`src/hw/rtl/mck_pkg.sv`:
```
// ----------------------------------------------------------------------------
// Morse keyer package
// Shared item types, timing constants and the ITU character code table.
// ----------------------------------------------------------------------------
package mck_pkg;

  localparam int unsigned CharW     = 8;
  localparam int unsigned TicksW    = 16;
  localparam int unsigned DurW      = 19;
  localparam int unsigned PatW      = 6;
  localparam int unsigned LenW      = 3;
  localparam int unsigned IdxW      = 6;

  localparam logic [TicksW-1:0] ElementReset = 16'd100;
  localparam logic [CharW-1:0]  CaseFold     = 8'd32;
  localparam logic [IdxW-1:0]   DigitBase    = 6'd26;
  localparam logic [IdxW-1:0]   CommaIndex   = 6'd36;
  localparam logic [IdxW-1:0]   PeriodIndex  = 6'd37;

  localparam logic [CharW-1:0] ChSpace  = 8'h20;
  localparam logic [CharW-1:0] ChComma  = 8'h2C;
  localparam logic [CharW-1:0] ChPeriod = 8'h2E;
  localparam logic [CharW-1:0] ChZero   = 8'h30;
  localparam logic [CharW-1:0] ChNine   = 8'h39;
  localparam logic [CharW-1:0] ChUpperA = 8'h41;
  localparam logic [CharW-1:0] ChUpperZ = 8'h5A;
  localparam logic [CharW-1:0] ChLowerA = 8'h61;
  localparam logic [CharW-1:0] ChLowerZ = 8'h7A;

  typedef struct packed {
    logic [CharW-1:0] char_code;
    logic             first_of_message;
  } in_item_t;

  typedef struct packed {
    logic            lamp_on;
    logic [DurW-1:0] duration_ticks;
    logic            last;
  } out_item_t;

  typedef enum logic [1:0] {
    ELEM_ONE,
    ELEM_TWO,
    ELEM_THREE,
    ELEM_SIX
  } elem_t;

  typedef struct packed {
    logic            is_symbol;
    logic            is_space;
    logic [LenW-1:0] len;
    logic [PatW-1:0] pattern;
  } dec_t;

  // Returns {length, pattern}; the pattern is left-aligned, first element in
  // the top bit, with a one meaning a dash.
  function automatic logic [LenW+PatW-1:0] code_entry(input logic [IdxW-1:0] idx);
    logic [LenW-1:0] len;
    logic [PatW-1:0] bits;
    len  = 3'd1;
    bits = 6'd0;
    case (idx)
      6'd0:  begin len = 3'd2; bits = 6'd1;  end
      6'd1:  begin len = 3'd4; bits = 6'd8;  end
      6'd2:  begin len = 3'd4; bits = 6'd10; end
      6'd3:  begin len = 3'd3; bits = 6'd4;  end
      6'd4:  begin len = 3'd1; bits = 6'd0;  end
      6'd5:  begin len = 3'd4; bits = 6'd2;  end
      6'd6:  begin len = 3'd3; bits = 6'd6;  end
      6'd7:  begin len = 3'd4; bits = 6'd0;  end
      6'd8:  begin len = 3'd2; bits = 6'd0;  end
      6'd9:  begin len = 3'd4; bits = 6'd7;  end
      6'd10: begin len = 3'd3; bits = 6'd5;  end
      6'd11: begin len = 3'd4; bits = 6'd4;  end
      6'd12: begin len = 3'd2; bits = 6'd3;  end
      6'd13: begin len = 3'd2; bits = 6'd2;  end
      6'd14: begin len = 3'd3; bits = 6'd7;  end
      6'd15: begin len = 3'd4; bits = 6'd6;  end
      6'd16: begin len = 3'd4; bits = 6'd13; end
      6'd17: begin len = 3'd3; bits = 6'd2;  end
      6'd18: begin len = 3'd3; bits = 6'd0;  end
      6'd19: begin len = 3'd1; bits = 6'd1;  end
      6'd20: begin len = 3'd3; bits = 6'd1;  end
      6'd21: begin len = 3'd4; bits = 6'd1;  end
      6'd22: begin len = 3'd3; bits = 6'd3;  end
      6'd23: begin len = 3'd4; bits = 6'd9;  end
      6'd24: begin len = 3'd4; bits = 6'd11; end
      6'd25: begin len = 3'd4; bits = 6'd12; end
      6'd26: begin len = 3'd5; bits = 6'd31; end
      6'd27: begin len = 3'd5; bits = 6'd15; end
      6'd28: begin len = 3'd5; bits = 6'd7;  end
      6'd29: begin len = 3'd5; bits = 6'd3;  end
      6'd30: begin len = 3'd5; bits = 6'd1;  end
      6'd31: begin len = 3'd5; bits = 6'd0;  end
      6'd32: begin len = 3'd5; bits = 6'd16; end
      6'd33: begin len = 3'd5; bits = 6'd24; end
      6'd34: begin len = 3'd5; bits = 6'd28; end
      6'd35: begin len = 3'd5; bits = 6'd30; end
      6'd36: begin len = 3'd6; bits = 6'd51; end
      6'd37: begin len = 3'd6; bits = 6'd21; end
      default: begin len = 3'd1; bits = 6'd0; end
    endcase
    return {len, bits << (3'd6 - len)};
  endfunction

  // Segment length from element count; zero ticks count as one.
  function automatic logic [DurW-1:0] seg_ticks(input elem_t elems,
                                                input logic [TicksW-1:0] ticks);
    logic [TicksW-1:0] t;
    logic [DurW-1:0]   t1;
    logic [DurW-1:0]   t3;
    logic [DurW-1:0]   res;
    t   = (ticks == '0) ? 16'd1 : ticks;
    t1  = {3'b000, t};
    t3  = t1 + {2'b00, t, 1'b0};
    case (elems)
      ELEM_ONE:   res = t1;
      ELEM_TWO:   res = {2'b00, t, 1'b0};
      ELEM_THREE: res = t3;
      ELEM_SIX:   res = {t3[DurW-2:0], 1'b0};
      default:    res = t1;
    endcase
    return res;
  endfunction

endpackage

```
`src/hw/rtl/mck_stream_if.sv`:
```
// ----------------------------------------------------------------------------
// Morse keyer stream interface
// Valid/ready channel carrying one request payload per handshake.
// ----------------------------------------------------------------------------
interface mck_stream_if #(
  parameter type payload_t = logic
);
  logic     valid;
  logic     ready;
  payload_t data;

  modport source (output valid, output data, input ready);
  modport sink   (input valid, input data, output ready);
endinterface

```
`src/hw/rtl/mck_char_decode.sv`:
```
// ----------------------------------------------------------------------------
// Morse keyer character decoder
// Folds case and maps a character to its code length and dot/dash pattern.
// ----------------------------------------------------------------------------
module mck_char_decode (
  input  logic [mck_pkg::CharW-1:0] char_code,
  output mck_pkg::dec_t             dec
);

  logic [mck_pkg::CharW-1:0]             c;
  logic [mck_pkg::IdxW-1:0]              idx;
  logic                                  hit;
  logic [mck_pkg::LenW+mck_pkg::PatW-1:0] entry;

  always_comb begin
    c = char_code;
    if (char_code inside {[mck_pkg::ChLowerA:mck_pkg::ChLowerZ]}) begin
      c = char_code - mck_pkg::CaseFold;
    end
    hit = 1'b1;
    idx = '0;
    if (c inside {[mck_pkg::ChUpperA:mck_pkg::ChUpperZ]}) begin
      idx = mck_pkg::IdxW'(c - mck_pkg::ChUpperA);
    end else if (c inside {[mck_pkg::ChZero:mck_pkg::ChNine]}) begin
      idx = mck_pkg::IdxW'(c - mck_pkg::ChZero) + mck_pkg::DigitBase;
    end else if (c == mck_pkg::ChComma) begin
      idx = mck_pkg::CommaIndex;
    end else if (c == mck_pkg::ChPeriod) begin
      idx = mck_pkg::PeriodIndex;
    end else begin
      hit = 1'b0;
    end
    entry         = mck_pkg::code_entry(idx);
    dec.is_symbol = hit;
    dec.is_space  = (c == mck_pkg::ChSpace);
    dec.len       = entry[mck_pkg::LenW+mck_pkg::PatW-1:mck_pkg::PatW];
    dec.pattern   = entry[mck_pkg::PatW-1:0];
  end

endmodule

```
`src/hw/rtl/mck_keyer_seq.sv`:
```
// ----------------------------------------------------------------------------
// Morse keyer segment sequencer
// Shifts the code pattern out one element at a time, a mark and a space for each,
// and registers each keying segment for the result channel.
// ----------------------------------------------------------------------------
module mck_keyer_seq (
  input  logic                       clk,
  input  logic                       rst_n,
  input  logic [mck_pkg::TicksW-1:0] element_ticks,
  input  mck_pkg::dec_t              dec,
  mck_stream_if.sink                 in_ch,
  mck_stream_if.source               out_ch
);

  typedef enum logic [2:0] {
    S_IDLE,
    S_GAP,
    S_MARK,
    S_SPACE,
    S_WORD
  } state_t;

  state_t                     state_r, state_nxt;
  logic [mck_pkg::PatW-1:0]   pat_r, pat_nxt;
  logic [mck_pkg::LenW-1:0]   cnt_r, cnt_nxt;
  logic                       prev_r, prev_nxt;
  logic                       out_valid_r, out_valid_nxt;
  mck_pkg::out_item_t         out_data_r, out_data_nxt;
  logic                       slot_free;
  logic                       prev_eff;
  mck_pkg::elem_t             elems;

  assign slot_free   = !out_valid_r || out_ch.ready;
  assign in_ch.ready = (state_r == S_IDLE);
  assign out_ch.valid = out_valid_r;
  assign out_ch.data  = out_data_r;
  assign prev_eff     = prev_r && !in_ch.data.first_of_message;

  always_comb begin
    state_nxt     = state_r;
    pat_nxt       = pat_r;
    cnt_nxt       = cnt_r;
    prev_nxt      = prev_r;
    out_valid_nxt = out_valid_r && !out_ch.ready;
    out_data_nxt  = out_data_r;
    elems         = mck_pkg::ELEM_ONE;
    case (state_r)
      S_IDLE: begin
        if (in_ch.valid) begin
          prev_nxt = prev_eff;
          if (dec.is_symbol) begin
            pat_nxt   = dec.pattern;
            cnt_nxt   = dec.len;
            prev_nxt  = 1'b1;
            state_nxt = prev_eff ? S_GAP : S_MARK;
          end else if (dec.is_space && prev_eff) begin
            prev_nxt  = 1'b0;
            state_nxt = S_WORD;
          end
        end
      end
      S_GAP: begin
        if (slot_free) begin
          elems         = mck_pkg::ELEM_TWO;
          out_valid_nxt = 1'b1;
          out_data_nxt  = '{lamp_on: 1'b0,
                            duration_ticks: mck_pkg::seg_ticks(elems, element_ticks),
                            last: 1'b0};
          state_nxt     = S_MARK;
        end
      end
      S_MARK: begin
        if (slot_free) begin
          elems         = pat_r[mck_pkg::PatW-1] ? mck_pkg::ELEM_THREE : mck_pkg::ELEM_ONE;
          out_valid_nxt = 1'b1;
          out_data_nxt  = '{lamp_on: 1'b1,
                            duration_ticks: mck_pkg::seg_ticks(elems, element_ticks),
                            last: 1'b0};
          state_nxt     = S_SPACE;
        end
      end
      S_SPACE: begin
        if (slot_free) begin
          elems         = mck_pkg::ELEM_ONE;
          out_valid_nxt = 1'b1;
          out_data_nxt  = '{lamp_on: 1'b0,
                            duration_ticks: mck_pkg::seg_ticks(elems, element_ticks),
                            last: (cnt_r == 3'd1)};
          pat_nxt       = {pat_r[mck_pkg::PatW-2:0], 1'b0};
          cnt_nxt       = cnt_r - 3'd1;
          state_nxt     = (cnt_r == 3'd1) ? S_IDLE : S_MARK;
        end
      end
      S_WORD: begin
        if (slot_free) begin
          elems         = mck_pkg::ELEM_SIX;
          out_valid_nxt = 1'b1;
          out_data_nxt  = '{lamp_on: 1'b0,
                            duration_ticks: mck_pkg::seg_ticks(elems, element_ticks),
                            last: 1'b1};
          state_nxt     = S_IDLE;
        end
      end
      default: begin
        state_nxt = S_IDLE;
      end
    endcase
  end

  always_ff @(posedge clk) begin
    if (!rst_n) begin
      state_r     <= S_IDLE;
      prev_r      <= 1'b0;
      out_valid_r <= 1'b0;
      cnt_r       <= '0;
    end else begin
      state_r     <= state_nxt;
      prev_r      <= prev_nxt;
      out_valid_r <= out_valid_nxt;
      cnt_r       <= cnt_nxt;
    end
    pat_r      <= pat_nxt;
    out_data_r <= out_data_nxt;
  end

endmodule

```
`src/hw/rtl/morse_code_keyer_top.sv`:
```
// ----------------------------------------------------------------------------
// Morse code keyer, top level
// Turns ASCII characters into ITU Morse keying segments.
// ----------------------------------------------------------------------------
// Each request on the input carries one character; the block answers with up
// to thirteen keying segments, each a lamp level and a length in timer ticks,
// and flags the last one. The sequencer shifts the code pattern out one dot or
// dash at a time and hands out one segment per cycle while the output is
// taken, and takes no new character until it has registered the last segment
// of the one before; a character that yields nothing frees the input in the
// cycle after it is taken. The element length register may be written only
// while the block is idle.
module morse_code_keyer_top (
  input  logic                       clk,
  input  logic                       rst_n,
  input  logic                       cfg_we,
  input  logic [mck_pkg::TicksW-1:0] cfg_wdata,
  mck_stream_if.sink                 in_ch,
  mck_stream_if.source               out_ch
);

  logic [mck_pkg::TicksW-1:0] element_ticks_r;
  mck_pkg::dec_t              dec;

  always_ff @(posedge clk) begin
    if (!rst_n) begin
      element_ticks_r <= mck_pkg::ElementReset;
    end else if (cfg_we) begin
      element_ticks_r <= cfg_wdata;
    end
  end

  mck_char_decode u_decode (
    .char_code (in_ch.data.char_code),
    .dec       (dec)
  );

  mck_keyer_seq u_seq (
    .clk           (clk),
    .rst_n         (rst_n),
    .element_ticks (element_ticks_r),
    .dec           (dec),
    .in_ch         (in_ch),
    .out_ch        (out_ch)
  );

endmodule

```
`src/flat_wrapper.sv`:
```
// flat-port wrapper written by rule: the top's interface ports become plain ports
module morse_code_keyer_top_flat import mck_pkg::*;
  (clk, rst_n, cfg_we, cfg_wdata, in_ch_valid, in_ch_data, in_ch_ready, out_ch_valid, out_ch_data, out_ch_ready);
  mck_stream_if #(.payload_t(in_item_t)) in_ch_i ();
  mck_stream_if #(.payload_t(out_item_t)) out_ch_i ();
  input  logic clk;
  input  logic rst_n;
  input  logic cfg_we;
  input  logic [mck_pkg::TicksW-1:0] cfg_wdata;
  input wire logic [$bits(in_ch_i.valid)-1:0] in_ch_valid;
  input wire logic [$bits(in_ch_i.data)-1:0] in_ch_data;
  output wire logic [$bits(in_ch_i.ready)-1:0] in_ch_ready;
  output wire logic [$bits(out_ch_i.valid)-1:0] out_ch_valid;
  output wire logic [$bits(out_ch_i.data)-1:0] out_ch_data;
  input wire logic [$bits(out_ch_i.ready)-1:0] out_ch_ready;
  assign in_ch_i.valid = in_ch_valid;
  assign in_ch_i.data = in_ch_data;
  assign in_ch_ready = in_ch_i.ready;
  assign out_ch_valid = out_ch_i.valid;
  assign out_ch_data = out_ch_i.data;
  assign out_ch_i.ready = out_ch_ready;
  morse_code_keyer_top u_core (.clk(clk), .rst_n(rst_n), .cfg_we(cfg_we), .cfg_wdata(cfg_wdata), .in_ch(in_ch_i), .out_ch(out_ch_i));
endmodule
```
`config.mk`:
```
export PLATFORM = sky130hd
export DESIGN_NAME = morse_code_keyer_top_flat
export DESIGN_NICKNAME = d
export VERILOG_FILES = /design/src/hw/rtl/mck_pkg.sv /design/src/hw/rtl/mck_stream_if.sv /design/src/hw/rtl/mck_char_decode.sv /design/src/hw/rtl/mck_keyer_seq.sv /design/src/hw/rtl/morse_code_keyer_top.sv /design/src/flat_wrapper.sv
export SDC_FILE = /design/constraint.sdc
export NUM_CORES = 1
export LEC_CHECK = 0
export BUFFER_PORTS_ARGS = -buffer_cell sky130_fd_sc_hd__buf_2
export CORE_MARGIN = 1.5
export CORE_UTILIZATION = 58
export DETAILED_ROUTE_END_ITERATION = 10
export GPL_TIMING_DRIVEN = 0
export PLACE_DENSITY_LB_ADDON = 0.25
export SYNTH_ARGS = -nofsm -noshare
export SYNTH_HDL_FRONTEND = slang
export SYNTH_SLANG_ARGS = --single-unit
export TNS_END_PERCENT = 100
```
`constraint.sdc`:
```
create_clock -name clk -period 13.01 [get_ports clk]
set_input_delay 1.301 -clock clk [delete_from_list [all_inputs] [get_ports clk]]
set_output_delay 1.301 -clock clk [all_outputs]
set_load 0.03 [all_outputs]
```
==> impl_metrics.ini, run 1 <==
[run_status]
outcome = complete, no violations

[drt]
antenna_left = 0
vias_per_cell = 6.23
drt_iter0_markers = 326
route.final.wire_length_um = 12000
routed-via-count = 4459
post_drt_wl_per_cell_um = 16.8
drt-pass1-iter-count = 6
drt_drc_violations_left = 0

[critical_path]
cp_common_cell = ha_1
crit_fanout = 9
endpoint_kind = register
critical_path.cell_chain = buf_2, inv_1, ha_1, nor2b_4, a2111oi_4, nand3_2, o21a_1, ha_1, or3_1, o21a_1, o221ai_1, o21ai_0, ha_1, inv_1, a2111oi_1, o32a_1
cp.arrival_ns = 5.95
required_ns = 13.18
path_buf_inv = 3
crit_type = in -> reg
cpPeakStageDelay_ns = 0.51
worst_setup_path_start_kind = input port
cpLargestDelayFamily = compound AO/OA/AOI/OAI gates
worst_path_max_delay_cell = a2111oi_4

[clocking]
cts_tree = built
clock_tree.root_cell = clkbuf_8
cts.sink_count = 51
insertion_delay_ns = 0.31
clk_pin_slew_worst_paths_ns = 0.10
postCtsSetupBuffers = 0
post_cts_hold_buffer_count = 0
cts.repair.resized = 0
cts_made_buffers = 5
clockBufferDepth = 2
h_tree_depth = 2

[synthesis]
synthesis.nets = 631
ys_seq_elements = 51
yosysSeqAreaShare_pct = 27.6
synth_enable_flop_cells = 27
yosysUniqueCellTypes = 77
avgSynthCellArea_um2 = 8.39
synth_async_sr_flop_share_pct = 0
postSynth.topFlopCell = edfxtp_1
postSynthCellCount = 557
synth.cell_area_um2 = 4680
yosysWarnings = 0

[timing]
final.min_clock_period_ns = 5.78
report.final.slew_viol_count = 0
finalHoldViolations = 0
clock_skew_ns = 0.00826
slew_headroom_pct = 39.0
fmaxAchievable_mhz = 173
rsz_0062_raised_after_global_routing = no
report.final.setup_viol = 0
final.setup.tns_ns = 0
final.period_utilization_pct = 44.4
worst_pin_slew_ns = 0.913

[final_layout]
finalCoreUtilization_pct = 66.5
antenna-diode-count = 0
mostFrequentLayoutCells = 59 x nand2_1, 51 x buf_2, 47 x inv_1
syn2layout_area_growth_pct = 10.4
final_layout_size_suffix_gt1_share_pct = 15.3
mostFrequentLayoutCell = nand2_1
finalNetCount = 687

[placement]
dp_hpwl_um = 9310
placer_congestion_estimate = 0.967
i_o_buffers = 49

[die]
coreArea_um2 = 7770
row_count = 32
design.portCount = 53
die_width_um = 92.8
floorplan.initialDensity_pct = 60.2
die_y_um = 92.8
design.die.area_um2 = 8610

[global_route]
grt_util_all_layers_pct = 28.2
vias_in_the_first_global_route = 3949
grt-ovfl-total = 0
pin_count_of_the_biggest_net_entering_global_routing = 22
antenna_found_initial = 0
grt_pass1_wl_um = 19400

[flow_run]
max_cap_violations = 0

[power_and_ir_drop]
power_leakage_nw = 2.20
vdd_ir_drop_max_mv = 0.0696
power.density_nw_per_um2 = 89.9

[min_path]
hp-class = reg -> reg
per-stage QoR:
step / total power (W) / instance area, µm² / setup slack, ns / hold WS, ns / instances
after floorplan: 0.000314 / 4680 / 7.94 / 0.454 / 557
after global placement: 0.000350 / 5050 / 7.06 / 0.468 / 708
after detailed placement: 0.000354 / 5050 / 7.05 / 0.482 / 708
after CTS: 0.000463 / 5160 / 7.36 / 0.496 / 716
after global routing: 0.000489 / 5160 / 7.04 / 0.526 / 716
final: 0.000464 / 5160 / 7.23 / 0.494 / 716
where the power goes:
part           internal (W)  total, W  switching, W
Clock             0.0000573  0.000110     0.0000527
Combinational     0.0000630  0.000166      0.000103
Sequential         0.000183  0.000188    0.00000547
Total              0.000303  0.000464      0.000161
cells by family (layout without fill, tap and decap cells):
kind of cell	after synthesis	in the layout	synth area share (%)
and+or+nand+nor	186	186	20.1
AOI/OAI and AO/OA	169	169	26.1
buffers and inverters	72	129	6.40
DFF	51	51	27.6
adders and majority gates	44	44	11.9
muxes	18	18	4.50
xor gates and xnor gates	17	17	3.34
flip-flops by register name (all words and copies together) (netlist names):
| signal | count |
|---|---|
| u_core.u_seq.out_ch.data | 21 |
| u_core.element_ticks_r | 16 |
| u_core.u_seq.pat_r | 6 |
| u_core.u_seq.cnt_r | 3 |
| u_core.u_seq.state_r | 3 |
| u_core.u_seq.out_ch.valid | 1 |
| u_core.u_seq.prev_r | 1 |
routing by layer:
| layer | routed length, µm | GRT usage [%] | part of all wire, % |
|---|---|---|---|
| met5 | 0 | 0 | 0 |
| met1 | 5960 | 44.6 | 50 |
| met3 | 1080 | 3.78 | 9.0 |
| met2 | 4780 | 39.5 | 40 |
| met4 | 190 | 7.83 | 1.6 |
worst min-delay path: stages, from the launching register on:
cell and delay [ns]:
dfxtp_1 0.32, o21ai_0 0.07, a21oi_1 0.07
synth_stat cells (10+ instances only):
cell / number / area (µm²)
nand2_1: 59 / 221
inv_1: 47 / 176
ha_1: 43 / 538
nor2_1: 43 / 161
a21oi_1: 30 / 150
o21ai_0: 30 / 150
edfxtp_1: 27 / 811
dfxtp_1: 24 / 480
nor3_1: 16 / 80.1
clkbuf_1: 15 / 56.3
mux2i_1: 15 / 150
nand3_1: 12 / 60.1
a211oi_1: 10 / 75.1
a31oi_1: 10 / 62.6
o211ai_1: 10 / 75.1
xnor2_1: 10 / 87.6
cell type report:
class	instances	area, µm²
well taps	102	128
multi-input cells	434	3090
inverters	49	184
clock inverters	3	42.5
clock buffers	5	68.8
repair buffers	49	245
plain buffers	23	115
fillers	692	2610
flip-flops and latches	51	1290
final timing paths:
| kind | endpoint | cells past startpoint | from | slack [ns] |
|---|---|---|---|---|
| setup / recovery | u_core.u_seq.pat_r[4] | 16 | in_ch_data[2] | 7.23 |
| hold / removal | u_core.u_seq.prev_r | 2 | u_core.u_seq.prev_r | 0.49 |
| setup reg to reg | u_core.u_seq.out_ch.data[17] | 17 | u_core.element_ticks_r[15] | 8.67 |
| hold reg to reg | u_core.u_seq.prev_r | 2 | u_core.u_seq.prev_r | 0.49 |
(Power assumes the default switching activity.)
==> inputs of run 2 (changes only) <==
- CORE_UTILIZATION: 58 -> 54
- clock period: 13.01 -> 5 ns (I/O delays scaled with it)
==> impl_metrics.ini, run 2 (same netlist as run 1, synthesis figures left out) <==
[clocking]
clockBufferDepth = 2
clock_tree.root_cell = clkbuf_8
cts_tree = built
cts.sink_count = 51
h_tree_depth = 2
cts_made_buffers = 5
clk_pin_slew_worst_paths_ns = 0.08
insertion_delay_ns = 0.31

[final_layout]
layout.cell_area.non_filler_um2 = 5190
layout_cells_excl_fill = 722
mostFrequentLayoutCell = nand2_1
syn2layout_area_growth_pct = 11.0
flip_flop_count_of_the_largest_register_after_layout = 21
nFillCells = 752
antenna-diode-count = 0
finalNetCount = 690
mostFrequentLayoutCells = 59 x nand2_1, 51 x buf_2, 47 x inv_1
final_layout_size_suffix_gt1_share_pct = 15.9

[min_path]
min-delay-start = cfg_wdata[5]
worstHoldPathCells = 3
hp-class = in -> reg
worst_hold_path.endpoint = u_core.element_ticks_r[5]

[timing]
rsz_0062_raised_after_global_routing = no
fmaxAchievable_mhz = 210
final.min_clock_period_ns = 4.75
final.period_utilization_pct = 95.1
worst_pin_slew_ns = 0.919
clock_skew_ns = 0.00389
slew_headroom_pct = 38.7
report.final.slew_viol_count = 0
finalHoldViolations = 0
holdWs_ns = 0.413
report.final.setup_viol = 0

[drt]
drt_drc_violations_left = 0
antenna_left = 0
routed-via-count = 4501
drt-pass1-iter-count = 5
post_drt_wl_per_cell_um = 17.2
route.final.wire_length_um = 12400
drt_iter0_markers = 244
vias_per_cell = 6.23

[critical_path]
worst-r2r-setup-slack_ns = 0.57
path_buf_inv = 3
cp.arrival_ns = 4.93
crit_type = in -> reg
cpPeakStageDelay_ns = 0.51
required_ns = 5.18
worst_path_max_delay_cell = or3_1
r2r_start = u_core.element_ticks_r[14]
r2r.worst_path.cells = 17
worst_setup_path_start_kind = input port
r2r_end = u_core.u_seq.out_ch.data[17]
crit_fanout = 9
cp_common_cell = ha_1
critical_path.cell_chain = buf_2, inv_1, ha_1, nor2b_4, a2111oi_4, nand3_2, o21a_2, ha_1, or3_1, o21a_1, o221ai_1, o21ai_0, ha_1, inv_1, a2111oi_1, o32a_1
endpoint_kind = register
cpLargestDelayFamily = compound AO/OA/AOI/OAI gates

[power_and_ir_drop]
pwr-share-seq_pct = 40.4
int_power_w = 0.000790
power_leakage_nw = 2.21
pwr-share-comb_pct = 36.2
power.density_nw_per_um2 = 233
netSwitchingFraction_pct = 34.7
clock_power_share_pct = 23.4
design_power_total_w = 0.00121
vdd_ir_drop_max_mv = 0.161
p_sw_w = 0.000420

[global_route]
vias_in_the_first_global_route = 3924
pin_count_of_the_biggest_net_entering_global_routing = 22
grt_pass1_wl_um = 19800
antenna_found_initial = 0
grt-ovfl-total = 0
grt_util_all_layers_pct = 27.7

[die]
die_width_um = 96.1
die_y_um = 96.1
row_count = 33
floorplan.initialDensity_pct = 56.3
coreArea_um2 = 8300
design.die.area_um2 = 9230
design.portCount = 53

[placement]
i_o_buffers = 49
dp_hpwl_um = 9780
detailed_place.area_um2 = 5050
placed_cells_incl_taps = 711
placer_congestion_estimate = 0.930

[run_status]
outcome = complete, no violations

[flow_run]
max_cap_violations = 0
## run 2: changes by cell type in the layout (fill, tap and decap cells not counted), sizes merged
cell / before / now
inv: 50 / 49
buf: 57 / 60
clkbuf: 20 / 21
clkinvlp: 0 / 1
clkinv: 1 / 0
## run 2: worst max path at each step
stage | startpoint | endpoint | slack [ns] | depth (start not counted)
after CTS | in_ch_data[2] | u_core.u_seq.pat_r[4] | 0.15 | 16
final | in_ch_data[2] | u_core.u_seq.pat_r[4] | 0.25 | 16
after detailed placement | in_ch_data[2] | u_core.u_seq.pat_r[4] | -0.18 | 19
after floorplan | in_ch_data[2] | u_core.u_seq.pat_r[4] | 0.73 | 15
after global routing | in_ch_data[2] | u_core.u_seq.pat_r[4] | 0.006 | 19
after global placement | in_ch_data[2] | u_core.u_seq.pat_r[4] | -0.11 | 16
## run 2: metal layers
metal	global-route usage [%]	share of wire, %
met1	42.6	49
met3	4.58	7.6
met4	5.88	0.75
met2	40.0	43
met5	0	0
## run 2: power groups by stage
stage	sequential, W	clock, W	combinational (W)
6_report	0.000489	0.000283	0.000438
5_1_grt	0.000492	0.000306	0.000476
4_1_cts	0.000489	0.000289	0.000429
3_5_place_dp	0.000499	0	0.000426
3_3_place_gp	0.000498	0	0.000415
2_1_floorplan	0.000518	0	0.000299
## run 2: tightest hold or removal path: cells and delay by family
| family | cells | cell delay (ns) |
|---|---|---|
| simple gates | 1 | 0.04 |
| buf+inv | 1 | 0.08 |
| compound gates | 1 | 0.06 |
## run 2: through the flow
step	setup WS (ns)	setup TNS, ns	utilization [%]
floorplan	0.733	0	-
global placement	-0.114	-0.208	60.9
detailed placement	-0.183	-0.444	60.9
CTS	0.154	0	62.2
global route	0.00554	0	62.5
finish	0.246	0	62.5
## run 2: area by class of cell
cell class	instances	area (µm²)	share of cell area [%]
plain buffers	23	115	2.22
clock buffers	6	72.6	1.40
clock inverters	2	37.5	0.723
inverters	49	184	3.54
multi-input cells	434	3090	59.5
flip-flops and latches	51	1290	24.9
well taps	105	131	2.53
repair buffers	52	268	5.16
## run 2: timing repair
action,4_1_cts,5_1_grt
hold endpoints to repair,0,0
gates resized for setup,0,1
endpoints found under the setup margin,0,4
buffers inserted,0,3
hold buffers,0,0
==> inputs of run 3 (changes only) <==
- ABC_AREA: not set -> 1
==> impl_metrics.ini, run 3 <==
[run_status]
outcome = complete, no violations

[die]
design.die.area_um2 = 9520
floorplan.initialDensity_pct = 55.6
row_count = 34
design.portCount = 53
die_y_um = 97.6
die_width_um = 97.6
coreArea_um2 = 8680

[clocking]
cts.sink_count = 51
cts.repair.resized = 0
postCtsSetupBuffers = 0
cts_made_buffers = 5
clk_pin_slew_worst_paths_ns = 0.09
clockBufferDepth = 2
post_cts_hold_buffer_count = 0
cts_tree = built
clock_tree.root_cell = clkbuf_8
h_tree_depth = 2
insertion_delay_ns = 0.30

[timing]
final.period_utilization_pct = 81.6
report.final.slew_viol_count = 0
fmaxAchievable_mhz = 245
report.final.setup_viol = 0
clock_skew_ns = 0.00764
finalHoldViolations = 0
holdWs_ns = 0.412
worst_pin_slew_ns = 0.818
final.setup.tns_ns = 0
slew_headroom_pct = 44.9
final.min_clock_period_ns = 4.08
rsz_0062_raised_after_global_routing = no

[synthesis]
synth_async_sr_flop_share_pct = 0
ys_seq_elements = 51
yosys.area.top_type_share_pct = 16.8
postSynthCellCount = 703
yosysSeqAreaShare_pct = 26.7
dominant_cell_by_count_in_the_synthesized_netlist = nand2_1
synthesis.nets = 777
synth_top_cell_by_area = edfxtp_1
yosysWarnings = 0
synth_area_leaders = edfxtp_1 17%, nand2_1 12%, ha_1 11%
yosysUniqueCellTypes = 39
synth_enable_flop_cells = 27
synthTopCellsByCount = 151 x nand2_1, 96 x inv_1, 66 x a21oi_1
synth.cell_area_um2 = 4830
avgSynthCellArea_um2 = 6.87
postSynth.topFlopCell = edfxtp_1

[power_and_ir_drop]
power_leakage_nw = 2.63
design_power_total_w = 0.00127
power.density_nw_per_um2 = 240
vdd_ir_drop_max_mv = 0.102

[final_layout]
syn2layout_area_growth_pct = 10.0
mostFrequentLayoutCell = nand2_1
nFillCells = 838
finalCoreUtilization_pct = 61.2
antenna-diode-count = 0
flip_flop_count_of_the_largest_register_after_layout = 21
finalNetCount = 835
layout.cell_area.non_filler_um2 = 5310
mostFrequentLayoutCells = 151 x nand2_1, 96 x inv_1, 66 x a21oi_1
final_layout_size_suffix_gt1_share_pct = 14.6

[flow_run]
max_cap_violations = 0

[critical_path]
worst_setup_path_start_kind = register
required_ns = 5.03
endpoint_kind = register
cp.arrival_ns = 4.11
crit_fanout = 10
crit_type = reg -> reg

[drt]
post_drt_wl_per_cell_um = 13.6
top_layer_used = met4
drt-pass1-iter-count = 6
dr_wl_met2_um = 6150
routed-via-count = 4784
drt_iter0_markers = 145
vias_per_cell = 5.50
met1_length_um = 4750
route.final.wire_length_um = 11800
antenna_left = 0
wl_met3_um = 546
drt_drc_violations_left = 0

[placement]
placer_congestion_estimate = 0.891
detailed_place.area_um2 = 5230
i_o_buffers = 50
dp_hpwl_um = 9610

[global_route]
pin_count_of_the_biggest_net_entering_global_routing = 20
grt_util_all_layers_pct = 24.8
grt-ovfl-total = 0
vias_in_the_first_global_route = 4604
grt_pass1_wl_um = 19700
antenna_found_initial = 0

[min_path]
hp-class = in -> reg
run 3: cells by family (layout without fill, tap and decap cells):
kind of cell / after synthesis / after routing / synth area share, %
adders and majority gates: 44 / 44 / 11.6
and+or+nand+nor: 317 / 317 / 29.9
DFF: 51 / 51 / 26.7
buffers and inverters: 127 / 186 / 11.4
AOI/OAI and AO/OA: 145 / 145 / 17.0
xor gates and xnor gates: 19 / 19 / 3.45
run 3: per-layer routing:
layer	vias to the layer above	global-route usage (%)
met5	-	0
met4	0	10.4
met3	36	4.10
met2	129	48.2
met1	2178	25.8
li1	2441	-
run 3: report_power, final:
part / internal (W) / switching [W]
registers: 0.000491 / 0.0000144
clock network: 0.0000999 / 0.000134
logic: 0.000178 / 0.000355
run 3: area by class of cell:
type | count | area, µm² | area share, %
multi-input combinational | 525 | 2990 | 56.3
buffer | 22 | 155 | 2.92
inverter | 105 | 394 | 7.42
sequential | 51 | 1290 | 24.3
tap | 108 | 135 | 2.54
timing repair buffer | 51 | 265 | 4.99
clock buffer | 8 | 80.1 | 1.51
run 3: per-stage QoR:
| stage | setup slack, ns | instances |
|---|---|---|
| after floorplan | 1.54 | 703 |
| after global placement | 0.880 | 861 |
| after detailed placement | 0.769 | 862 |
| after CTS | 1.03 | 870 |
| after global routing | 0.689 | 870 |
| final | 0.920 | 870 |
run 3: worst paths after layout:
kind | cells after the start | endpoint | start | slack, ns
hold / removal | 3 | u_core.element_ticks_r[2] | cfg_wdata[2] | 0.41
hold reg to reg | 2 | u_core.u_seq.cnt_r[1] | u_core.u_seq.cnt_r[1] | 0.47
setup reg to reg | 18 | u_core.u_seq.out_ch.data[17] | u_core.element_ticks_r[14] | 0.92
setup / recovery | 18 | u_core.u_seq.out_ch.data[17] | u_core.element_ticks_r[14] | 0.92
run 3: worst max-delay path, cell delays in order (launching register included):
cell and delay (ns):
dfxtp_1 0.34, inv_1 0.11, ha_1 0.17, nand3_1 0.13, nor2_1 0.15, nand3_1 0.26, clkbuf_1 0.33, nand2_1 0.19
inv_1 0.10, ha_1 0.28, nand2_1 0.04, o21ai_0 0.54, nand3_1 0.16, o2111ai_1 0.22, a31oi_1 0.18, o21ai_0 0.21
a21oi_1 0.10, xor2_1 0.17, o221ai_1 0.13
